`src/rtl/core/apgr_pkg.sv`:
```
// Package for the armor pixel gradient recolour block: beat types, register
// codes and the Q0.16 ramp constants. No dependencies.
package apgr_pkg;

  // Widths
  localparam int CHAN_W = 8;
  localparam int T_W    = 17;
  localparam int PROD_W = 25;
  localparam int ADDR_W = 5;
  localparam int DATA_W = 32;
  localparam int NCHAN  = 3;

  // Channel lane order
  localparam int CH_RED   = 0;
  localparam int CH_GREEN = 1;
  localparam int CH_BLUE  = 2;

  // Register indexes (byte address / 4)
  localparam logic [2:0] REG_BODY_RED     = 3'd0;
  localparam logic [2:0] REG_BODY_GREEN   = 3'd1;
  localparam logic [2:0] REG_BODY_BLUE    = 3'd2;
  localparam logic [2:0] REG_ACCENT_RED   = 3'd3;
  localparam logic [2:0] REG_ACCENT_GREEN = 3'd4;
  localparam logic [2:0] REG_ACCENT_BLUE  = 3'd5;

  // Classification thresholds
  localparam logic [7:0] BLUE_MIN   = 8'd72;
  localparam logic [8:0] RB_GAP     = 9'd24;
  localparam logic [8:0] RG_SLACK   = 9'd12;
  localparam logic [7:0] SPREAD_MIN = 8'd32;

  // Ramp constants, Q0.16
  localparam logic [16:0] ONE_Q16         = 17'd65536;
  localparam logic [15:0] SHADOW_Q16      = 16'd36045;
  localparam logic [9:0]  LOW_SLOPE_Q16   = 10'd612;
  localparam logic [9:0]  HIGH_SLOPE_Q16  = 10'd988;
  localparam logic [16:0] HIGH_OFFSET_Q16 = 17'd105866;
  localparam logic [7:0]  LOW_LIMIT       = 8'd107;
  localparam logic [7:0]  HIGH_LIMIT      = 8'd173;

  typedef struct packed {
    logic [CHAN_W-1:0] pixel_red;
    logic [CHAN_W-1:0] pixel_green;
    logic [CHAN_W-1:0] pixel_blue;
    logic [CHAN_W-1:0] pixel_alpha;
  } pixel_t;

  typedef struct packed {
    logic [CHAN_W-1:0] out_red;
    logic [CHAN_W-1:0] out_green;
    logic [CHAN_W-1:0] out_blue;
    logic [CHAN_W-1:0] out_alpha;
    logic              recolored;
  } result_t;

  // Colours handed from the register file to the datapath, lane 0 is red
  typedef struct packed {
    logic [NCHAN-1:0][CHAN_W-1:0] body;
    logic [NCHAN-1:0][CHAN_W-1:0] accent;
    logic [NCHAN-1:0][CHAN_W-1:0] shadow;
  } cfg_t;

endpackage

```
`src/rtl/core/apgr_regs.sv`:
```
// APB register file for the recolour block: body and accent colours, plus a
// registered shadow colour (body * 0.55). Depends on apgr_pkg.
module apgr_regs (
  input  logic                          clk,
  input  logic                          rst,
  input  logic                          psel,
  input  logic                          penable,
  input  logic                          pwrite,
  input  logic [apgr_pkg::ADDR_W-1:0]   paddr,
  input  logic [apgr_pkg::DATA_W-1:0]   pwdata,
  output logic [apgr_pkg::DATA_W-1:0]   prdata,
  output logic                          pready,
  output apgr_pkg::cfg_t                cfg
);

  logic [2:0] reg_idx;
  logic       wr_en;
  logic [apgr_pkg::NCHAN-1:0][apgr_pkg::CHAN_W-1:0] body;
  logic [apgr_pkg::NCHAN-1:0][apgr_pkg::CHAN_W-1:0] accent;
  logic [apgr_pkg::NCHAN-1:0][apgr_pkg::CHAN_W-1:0] shadow;
  logic [apgr_pkg::NCHAN-1:0][23:0] shadow_prod;

  assign reg_idx = paddr[apgr_pkg::ADDR_W-1:2];
  assign pready  = 1'b1;
  assign wr_en   = psel && penable && pwrite;

  // Write colour registers on the access cycle
  always_ff @(posedge clk) begin
    if (rst) begin
      body   <= '0;
      accent <= '0;
    end else if (wr_en) begin
      case (reg_idx)
        apgr_pkg::REG_BODY_RED:     body[apgr_pkg::CH_RED]     <= pwdata[7:0];
        apgr_pkg::REG_BODY_GREEN:   body[apgr_pkg::CH_GREEN]   <= pwdata[7:0];
        apgr_pkg::REG_BODY_BLUE:    body[apgr_pkg::CH_BLUE]    <= pwdata[7:0];
        apgr_pkg::REG_ACCENT_RED:   accent[apgr_pkg::CH_RED]   <= pwdata[7:0];
        apgr_pkg::REG_ACCENT_GREEN: accent[apgr_pkg::CH_GREEN] <= pwdata[7:0];
        apgr_pkg::REG_ACCENT_BLUE:  accent[apgr_pkg::CH_BLUE]  <= pwdata[7:0];
        default: ;
      endcase
    end
  end

  // Shadow colour: truncated body * 0.55, registered so it follows the body in the next cycle
  always_comb begin
    for (int i = 0; i < apgr_pkg::NCHAN; i++) begin
      shadow_prod[i] = 24'(body[i]) * 24'(apgr_pkg::SHADOW_Q16);
    end
  end

  always_ff @(posedge clk) begin
    if (rst) begin
      shadow <= '0;
    end else begin
      for (int i = 0; i < apgr_pkg::NCHAN; i++) begin
        shadow[i] <= shadow_prod[i][23:16];
      end
    end
  end

  // Read back
  always_comb begin
    case (reg_idx)
      apgr_pkg::REG_BODY_RED:     prdata = 32'(body[apgr_pkg::CH_RED]);
      apgr_pkg::REG_BODY_GREEN:   prdata = 32'(body[apgr_pkg::CH_GREEN]);
      apgr_pkg::REG_BODY_BLUE:    prdata = 32'(body[apgr_pkg::CH_BLUE]);
      apgr_pkg::REG_ACCENT_RED:   prdata = 32'(accent[apgr_pkg::CH_RED]);
      apgr_pkg::REG_ACCENT_GREEN: prdata = 32'(accent[apgr_pkg::CH_GREEN]);
      apgr_pkg::REG_ACCENT_BLUE:  prdata = 32'(accent[apgr_pkg::CH_BLUE]);
      default:                    prdata = '0;
    endcase
  end

  assign cfg.body   = body;
  assign cfg.accent = accent;
  assign cfg.shadow = shadow;

endmodule

```
`src/rtl/core/armor_pixel_gradient_recolor.sv`:
```
// Armor pixel gradient recolour: classifies each pixel and remaps armor pixels
// onto a shadow/body/accent ramp. Depends on apgr_pkg and apgr_regs.
// Pipeline: five register stages (capture, classify, ramp position, blend
// products, sum). An accepted pixel passes s0, s1, s2 and s3, then done and
// the result beat are registered together. Throughput: one pixel per clock, busy
// stays low outside reset. Reset: synchronous, clears valid bits and colours.
// The receiver cannot stall, so results leave on done without backpressure.
module armor_pixel_gradient_recolor (
  input  logic                          clk,
  input  logic                          rst,
  input  logic                          psel,
  input  logic                          penable,
  input  logic                          pwrite,
  input  logic [apgr_pkg::ADDR_W-1:0]   paddr,
  input  logic [apgr_pkg::DATA_W-1:0]   pwdata,
  output logic [apgr_pkg::DATA_W-1:0]   prdata,
  output logic                          pready,
  input  logic                          start,
  output logic                          busy,
  input  apgr_pkg::pixel_t              pixel,
  output logic                          done,
  output apgr_pkg::result_t             result
);

  localparam int NCH = apgr_pkg::NCHAN;
  localparam int CW  = apgr_pkg::CHAN_W;

  apgr_pkg::cfg_t cfg;

  apgr_regs u_regs (
    .clk     (clk),
    .rst     (rst),
    .psel    (psel),
    .penable (penable),
    .pwrite  (pwrite),
    .paddr   (paddr),
    .pwdata  (pwdata),
    .prdata  (prdata),
    .pready  (pready),
    .cfg     (cfg)
  );

  assign busy = rst;

  // Stage 0: capture the beat
  logic             s0_valid;
  apgr_pkg::pixel_t s0_pix;

  always_ff @(posedge clk) begin
    if (rst) begin
      s0_valid <= 1'b0;
    end else begin
      s0_valid <= start && !busy;
    end
  end

  always_ff @(posedge clk) begin
    s0_pix <= pixel;
  end

  // Stage 1: classify and find the brightest channel
  logic [CW-1:0] c_max, c_min, c_rg_max, c_rg_min;
  logic          c_armor;

  always_comb begin
    c_rg_max = (s0_pix.pixel_green > s0_pix.pixel_red) ? s0_pix.pixel_green : s0_pix.pixel_red;
    c_rg_min = (s0_pix.pixel_green < s0_pix.pixel_red) ? s0_pix.pixel_green : s0_pix.pixel_red;
    c_max    = (s0_pix.pixel_blue > c_rg_max) ? s0_pix.pixel_blue : c_rg_max;
    c_min    = (s0_pix.pixel_blue < c_rg_min) ? s0_pix.pixel_blue : c_rg_min;
    c_armor  = (s0_pix.pixel_alpha != '0)
            && (s0_pix.pixel_blue >= apgr_pkg::BLUE_MIN)
            && ({1'b0, s0_pix.pixel_blue} >= ({1'b0, s0_pix.pixel_red} + apgr_pkg::RB_GAP))
            && (({1'b0, s0_pix.pixel_green} + apgr_pkg::RG_SLACK) >= {1'b0, s0_pix.pixel_red})
            && ((c_max - c_min) >= apgr_pkg::SPREAD_MIN);
  end

  logic             s1_valid;
  apgr_pkg::pixel_t s1_pix;
  logic             s1_armor;
  logic [CW-1:0]    s1_max;

  always_ff @(posedge clk) begin
    if (rst) begin
      s1_valid <= 1'b0;
    end else begin
      s1_valid <= s0_valid;
    end
  end

  always_ff @(posedge clk) begin
    s1_pix   <= s0_pix;
    s1_armor <= c_armor;
    s1_max   <= c_max;
  end

  // Stage 2: ramp position t and the two end colours of the segment
  logic [17:0]                  lo_prod, hi_prod, hi_diff;
  logic [apgr_pkg::T_W-1:0]     t_next;
  logic [NCH-1:0][CW-1:0]       lo_next, hi_next;

  always_comb begin
    lo_prod = 18'(s1_max) * 18'(apgr_pkg::LOW_SLOPE_Q16);
    hi_prod = 18'(s1_max) * 18'(apgr_pkg::HIGH_SLOPE_Q16);
    hi_diff = hi_prod - 18'(apgr_pkg::HIGH_OFFSET_Q16);
    if (s1_max <= apgr_pkg::LOW_LIMIT) begin
      t_next  = lo_prod[apgr_pkg::T_W-1:0];
      lo_next = cfg.shadow;
      hi_next = cfg.body;
    end else if (s1_max <= apgr_pkg::HIGH_LIMIT) begin
      t_next  = hi_diff[apgr_pkg::T_W-1:0];
      lo_next = cfg.body;
      hi_next = cfg.accent;
    end else begin
      t_next  = apgr_pkg::ONE_Q16;
      lo_next = cfg.body;
      hi_next = cfg.accent;
    end
  end

  logic                     s2_valid;
  apgr_pkg::pixel_t         s2_pix;
  logic                     s2_armor;
  logic [apgr_pkg::T_W-1:0] s2_t;
  logic [NCH-1:0][CW-1:0]   s2_lo, s2_hi;

  always_ff @(posedge clk) begin
    if (rst) begin
      s2_valid <= 1'b0;
    end else begin
      s2_valid <= s1_valid;
    end
  end

  always_ff @(posedge clk) begin
    s2_pix   <= s1_pix;
    s2_armor <= s1_armor;
    s2_t     <= t_next;
    s2_lo    <= lo_next;
    s2_hi    <= hi_next;
  end

  // Stage 3: weight each end colour per lane
  logic [NCH-1:0][apgr_pkg::PROD_W-1:0] pa_next, pb_next;
  logic [apgr_pkg::T_W-1:0]             t_inv;

  always_comb begin
    t_inv = apgr_pkg::ONE_Q16 - s2_t;
    for (int i = 0; i < NCH; i++) begin
      pa_next[i] = apgr_pkg::PROD_W'(s2_lo[i]) * apgr_pkg::PROD_W'(t_inv);
      pb_next[i] = apgr_pkg::PROD_W'(s2_hi[i]) * apgr_pkg::PROD_W'(s2_t);
    end
  end

  logic                                 s3_valid;
  apgr_pkg::pixel_t                     s3_pix;
  logic                                 s3_armor;
  logic [NCH-1:0][apgr_pkg::PROD_W-1:0] s3_pa, s3_pb;

  always_ff @(posedge clk) begin
    if (rst) begin
      s3_valid <= 1'b0;
    end else begin
      s3_valid <= s2_valid;
    end
  end

  always_ff @(posedge clk) begin
    s3_pix   <= s2_pix;
    s3_armor <= s2_armor;
    s3_pa    <= pa_next;
    s3_pb    <= pb_next;
  end

  // Stage 4: sum, drop the fraction and pick armor or pass-through
  logic [NCH-1:0][apgr_pkg::PROD_W:0] blend_sum;
  apgr_pkg::result_t                  result_next;

  always_comb begin
    for (int i = 0; i < NCH; i++) begin
      blend_sum[i] = (apgr_pkg::PROD_W + 1)'(s3_pa[i]) + (apgr_pkg::PROD_W + 1)'(s3_pb[i]);
    end
    result_next.out_alpha = s3_pix.pixel_alpha;
    result_next.recolored = s3_armor;
    if (s3_armor) begin
      result_next.out_red   = blend_sum[apgr_pkg::CH_RED][23:16];
      result_next.out_green = blend_sum[apgr_pkg::CH_GREEN][23:16];
      result_next.out_blue  = blend_sum[apgr_pkg::CH_BLUE][23:16];
    end else begin
      result_next.out_red   = s3_pix.pixel_red;
      result_next.out_green = s3_pix.pixel_green;
      result_next.out_blue  = s3_pix.pixel_blue;
    end
  end

  always_ff @(posedge clk) begin
    if (rst) begin
      done <= 1'b0;
    end else begin
      done <= s3_valid;
    end
  end

  always_ff @(posedge clk) begin
    result <= result_next;
  end

  // Checks
  a_done_follows_accept: assert property (@(posedge clk) disable iff (rst)
    done |-> $past(start && !busy, 5))
    else $error("result beat without a matching accepted pixel");

  a_recolor_needs_alpha: assert property (@(posedge clk) disable iff (rst)
    done && result.recolored |-> result.out_alpha != '0)
    else $error("transparent pixel was recoloured");

  a_passthrough: assert property (@(posedge clk) disable iff (rst)
    done && !result.recolored |-> result.out_red == $past(pixel.pixel_red, 5)
      && result.out_blue == $past(pixel.pixel_blue, 5))
    else $error("pass-through pixel altered");

endmodule

```
`config.mk`:
```
export PLATFORM = sky130hd
export DESIGN_NAME = armor_pixel_gradient_recolor
export DESIGN_NICKNAME = d
export VERILOG_FILES = /design/src/rtl/core/apgr_pkg.sv /design/src/rtl/core/apgr_regs.sv /design/src/rtl/core/armor_pixel_gradient_recolor.sv
export SDC_FILE = /design/constraint.sdc
export NUM_CORES = 2
export LEC_CHECK = 0
export BUFFER_PORTS_ARGS = -buffer_cell sky130_fd_sc_hd__buf_2
export CORE_MARGIN = 5
export CORE_UTILIZATION = 45
export CTS_BUF_LIST = sky130_fd_sc_hd__clkbuf_8
export DETAILED_ROUTE_END_ITERATION = 16
export PLACE_DENSITY = 0.57
export SLEW_MARGIN = 40
export SYNTH_ARGS = -nofsm -noshare
export SYNTH_HDL_FRONTEND = slang
export SYNTH_SLANG_ARGS = --single-unit
```
`constraint.sdc`:
```
create_clock -name clk -period 7.9 [get_ports clk]
set_clock_uncertainty 0.2 [all_clocks]
set_input_delay 1.185 -clock clk [delete_from_list [all_inputs] [get_ports clk]]
set_output_delay 1.185 -clock clk [all_outputs]
set_load 0.02 [all_outputs]
```
=== Word-level counts from Yosys, hierarchy flattened ===
Cells that the tools add are included.

* Flip-flop bits (word level): 458
* Input bits: 75
* Output and inout bits: 68
* Logic and storage cells: 115

* Add/sub/neg operators: 8
* Multipliers: 11
* Order comparisons: 10
* Equality and inequality tests: 5
* Muxes and demuxes: 10
* Bitwise logic cells: 1
* Reductions and logical operators: 17

{| class="wikitable"
|+ Operators by type and width
! kind !! count
|-
| $mul A8 B17 Y24 || 6
|-
| $add A24 B24 Y24 || 3
|-
| $mul A8 B16 Y24 const B || 3
|-
| $mux W24 || 3
|-
| $pmux W8 S6 || 1
|-
| $mux W17 || 2
|-
| $mux W8 || 4
|-
| $mul A8 B8 Y15 const B || 2
|-
| $sub A17 B17 Y17 const A || 1
|-
| $sub A17 B17 Y17 const B || 1
|-
| $gt A8 B8 Y1 || 2
|-
| $lt A8 B8 Y1 || 2
|-
| $reduce_and A2 Y1 || 6
|-
| $add A8 B4 Y9 const B || 1
|-
| $add A8 B5 Y9 const B || 1
|-
| $ge A8 B9 Y1 || 1
|-
| $ge A9 B8 Y1 || 1
|-
| $ge A8 B6 Y1 const B || 1
|-
| $ge A8 B7 Y1 const B || 1
|-
| $le A8 B7 Y1 const B || 1
|-
| $le A8 B8 Y1 const B || 1
|-
| $reduce_bool A8 Y1 || 1
|-
| $sub A8 B8 Y8 || 1
|-
| $logic_and A1 B1 Y1 || 7
|-
| other kinds (7) || 9
|}

=== Depth between registers and ports, before layout ===
* Word-level depth: 7
* Depth in mapped cells: 30
* Gate-level depth less buffers: 28

=== Cells and area by module ===
A second synthesis with hierarchy kept.

* Cells, all modules: 4767
* Area, all modules: 45477.4 sq um

{| class="wikitable"
|+ Modules (own cells, without submodules)
! module !! times used !! cells each !! area an instance (sq um) !! seq. area each (sq um)
|-
| armor_pixel_gradient_recolor || 1 || 3923 || 37589.8 || 7587.3
|-
| apgr_regs || 1 || 844 || 7887.6 || 1441.4
|}

=== Worst setup path after synthesis ===
OpenSTA, ideal clock, no wires.

* Path kind: reg-to-reg
* Start point: register s2_t[1] (netlist name)
* End point: register s3_pa[73] (netlist name)
* Setup time: 0.072 ns
* Arrival time: 5.878 ns
* Required time: 7.628 ns
* Slack: 1.750 ns
* Stages on the path, launching flop included: 25
* Path buffers: 3
* Period minus slack after synthesis: 6.150 ns
* Path through: dfxtp_1 > clkbuf_1 > clkbuf_1 > inv_1 > ha_1 > nand2_1 > xor2_1 > clkbuf_1 > nand2_1 > fa_1 > fa_1 > inv_1 > fa_1 > inv_1 > fa_1 > inv_1 > ha_1 > a2111oi_0 > o21ba_2 > o21ai_1 > a21o_1 > o41ai_1 > o21bai_1 > a21oi_1 > xnor2_1

{| class="wikitable"
|+ RTL lines
! element !! line !! text
|-
| start: declaration || armor_pixel_gradient_recolor.sv:123 || <nowiki>logic [apgr_pkg::T_W-1:0] s2_t;</nowiki>
|-
| start signal: assignment || armor_pixel_gradient_recolor.sv:137 || <nowiki>s2_t <= t_next;</nowiki>
|-
| end signal: assignment || armor_pixel_gradient_recolor.sv:170 || <nowiki>s3_pa <= pa_next;</nowiki>
|-
| end: declaration || armor_pixel_gradient_recolor.sv:157 || <nowiki>logic [NCH-1:0][apgr_pkg::PROD_W-1:0] s3_pa, s3_pb;</nowiki>
|}

==> reports/metrics.cfg <==
[place]
dp_hpwl_mm = 80.2
place_congestion = 0.821
pre_cts_ws_ps = 1110
dp.cells = 5941
portBuffers = 91
postPlaceCellArea_mm2 = 0.0464

[clock_tree]
cts_buffer_depth = 3
cts_tree = built
cts.sink_count = 451
root_buffer = clkbuf_8
cts_setup_buffers = 0
cts_buffers = 83
cts_hold_buf = 0
h-tree-depth = 3
post_cts_resized = 0
clkTransAtPathRegs_ps = 60
clk_latency_ps = 740

[synthesis]
async_reset_ff_share_pct = 0
ys_seq_elements = 451
synthDistinctLibCells = 78
netlist_area_mm2 = 0.0446
synth_cells = 4688
synth_flop_cell = dfxtp_1
seq_area_frac_synth_pct = 20.3
syn_area_per_cell_um2 = 9.51
yosysWarningCount = 0
synth_edf_count = 0

[finish]
stdcell_area_mm2 = 0.0483
fin_cells = 6096
final_cell_mix = 749 x inv_1, 592 x fa_1, 587 x ha_1
nets = 5995
layout-drive-gt1-share_pct = 7.99
final_common_cell = inv_1
area_growth_syn_to_layout_pct = 8.28

[power_and_ir_drop]
swShare_pct = 44.4
p_per_area_mw_per_mm2 = 230
power_w = 0.0111
peakVddDrop_uv = 1120
p_sw_w = 0.00493
clock_power_share_pct = 22.6
leakagePower_nw = 23.7
power_frac_comb_pct = 53.1
seq_power_share_pct = 24.3
internal_power_w = 0.00617

[sta]
hold_viol = 0
layout_min_cycle_time_ps = 6780
setup_viol = 0
setup_ws_ps = 1120
max_freq_ghz = 0.148
maxSlewViolCount = 0
worst_slew_pin_slew_ps = 847
rsz0062_at_grt = false
max_slew_margin_pct = 43.5
finalCritPeriodShare_pct = 85.8
fin_tns_setup_ps = 0

[global_routing]
overflow = 0
grt_use_total_pct = 20.1
gr-usage-met2_pct = 35.0
antenna_found_initial = 3
grt_pass1_vias = 32940
grt_max_degree = 79
grt_pass1_wl_mm = 174
grt_use_met1_pct = 26.6
grt_most_used_layer = met2
grtUsageMet3_pct = 2.70

[drt]
drtPass1Iterations = 5
wl_per_cell_um = 17.0
viasPerCell = 5.05
routed_wirelength_mm = 104
ant_nets = 0
vias = 30758
drt_iter0_markers = 1182
drc_errors = 0

[critical_path]
arrival_ps = 7150
start_kind = flop
crit_required_ps = 8270
path_class = reg -> reg
critPathCaptureType = flop
cp_max_fo = 13

[flow_run]
drv_cap = 0

[hold_path]
hp-class = reg -> reg

[die]
start_util_pct = 45.3
row_count = 115
die_w_um = 325
die_h_um = 325
core-area_mm2 = 0.0984
die-area_mm2 = 0.105
io-pin-count = 143

[outcome]
outcome = completed

==> worst max-delay path, cell delays in order, from the launching register on <==
cell      delay, ps
dfxtp_1         720
inv_1           100
ha_2            250
nand2_1         150
xor2_2          600
buf_4           300
and2_1          170
fa_1            400
ha_1            290
inv_1            50
fa_1            470
inv_1            50
fa_1            440
ha_1            330
o21ai_0         150
a21boi_0        160
o21ai_0         270
a21boi_0        160
o21ai_0         240
a21oi_1         180
and4_1          260
nor3_1          350
o21ai_0         180
xor2_1          160
==> cell families after synthesis <==
kind of cell	Yosys count	synth area share, %
and+or+nand+nor	1301	14.3
adders and majority gates	1180	43.1
DFF	451	20.3
AOI/OAI and AO/OA	486	7.04
muxes	128	3.10
buffers and inverters	927	8.02
xor gates and xnor gates	213	4.18
other	2	0.0168
==> routing by layer <==
metal	wire length [um]	share of wire (%)	vias to the layer above
met4	2240	2.2	0
li1	-	-	14948
met1	47200	46	15172
met3	3880	3.7	150
met5	0	0	-
met2	50200	49	488
==> through the flow <==
step                hold WS (ps)  util (%)
floorplan                    110         -
global route                 104      49.0
finish                      80.0      49.1
global placement             110      47.1
CTS                         74.4      49.0
detailed placement           112      47.1
==> power by group through the flow <==
stage          clock network [W]  logic, W  registers [W]
2_1_floorplan                  0   0.00435        0.00260
3_3_place_gp                   0   0.00589        0.00274
3_5_place_dp                   0   0.00596        0.00275
4_1_cts                  0.00261   0.00601        0.00270
5_1_grt                  0.00270   0.00666        0.00272
6_report                 0.00251   0.00589        0.00270
==> state kept, by name (all words and copies together) (netlist names) <==
name	cells
s2_t	16
s3_armor	1
s3_pa	69
s2_lo	24
s1_armor	1
result	33
s3_valid	1
result_next	8
s0_valid	1
s1_valid	1
s2_hi	24
s2_valid	1
s1_pix	32
s0_pix	32
done	1
s3_pb	69
u_regs.cfg	72
s1_max	8
s2_pix	32
s3_pix	24
s2_armor	1
==> final cells by class <==
cell class                      instances  area (um2)
Multi-Input combinational cell       3333       32200
Tap cell                             1287        1610
Clock inverter                         46         435
Clock buffer                          105        1450
Antenna cell                            3        7.51
Inverter                              739        2770
Sequential cell                       451        9030
Timing Repair Buffer                  132         779
Fill cell                            9419       50100
==> path summary, 6_finish.rpt <==
check             startpoint          to  slack [ps]  depth (start not counted)
setup / recovery     s2_t[2]   s3_pa[22]        1120                         23
hold / removal    s1_pix[27]  s2_pix[27]          80                          0
setup reg to reg     s2_t[2]   s3_pa[22]        1120                         23
hold reg to reg   s1_pix[27]  s2_pix[27]          80                          0
==> synthesized netlist by cell type, types with 11 or more instances <==
master      n  area [um2]
nor2b_1    35         219
inv_1     738        2770
fa_1      592       11900
xnor2_1   160        1400
nor4_1     11        68.8
buf_4      26         195
o21a_1     21         158
or2_2      12        75.1
o21ai_0    96         480
nor2_1    201         754
a21o_1     45         338
xor2_1     53         464
o22ai_1    18         113
o21bai_1   17         128
nor3_1     33         165
a211oi_1   11        82.6
nand4_1    14        87.6
and3_1     18         113
clkbuf_1  159         597
a31oi_1    15        93.8
and2_1    387        2420
dfxtp_1   451        9030
ha_1      588        7360
mux2i_1    65         651
or3_1      17         106
a21oi_1   149         746
nand3_1    31         155
mux2_2     61         687
nand2b_1   29         181
nand2_1   489        1840
No activity file was read; power rests on OpenSTA's default activity.
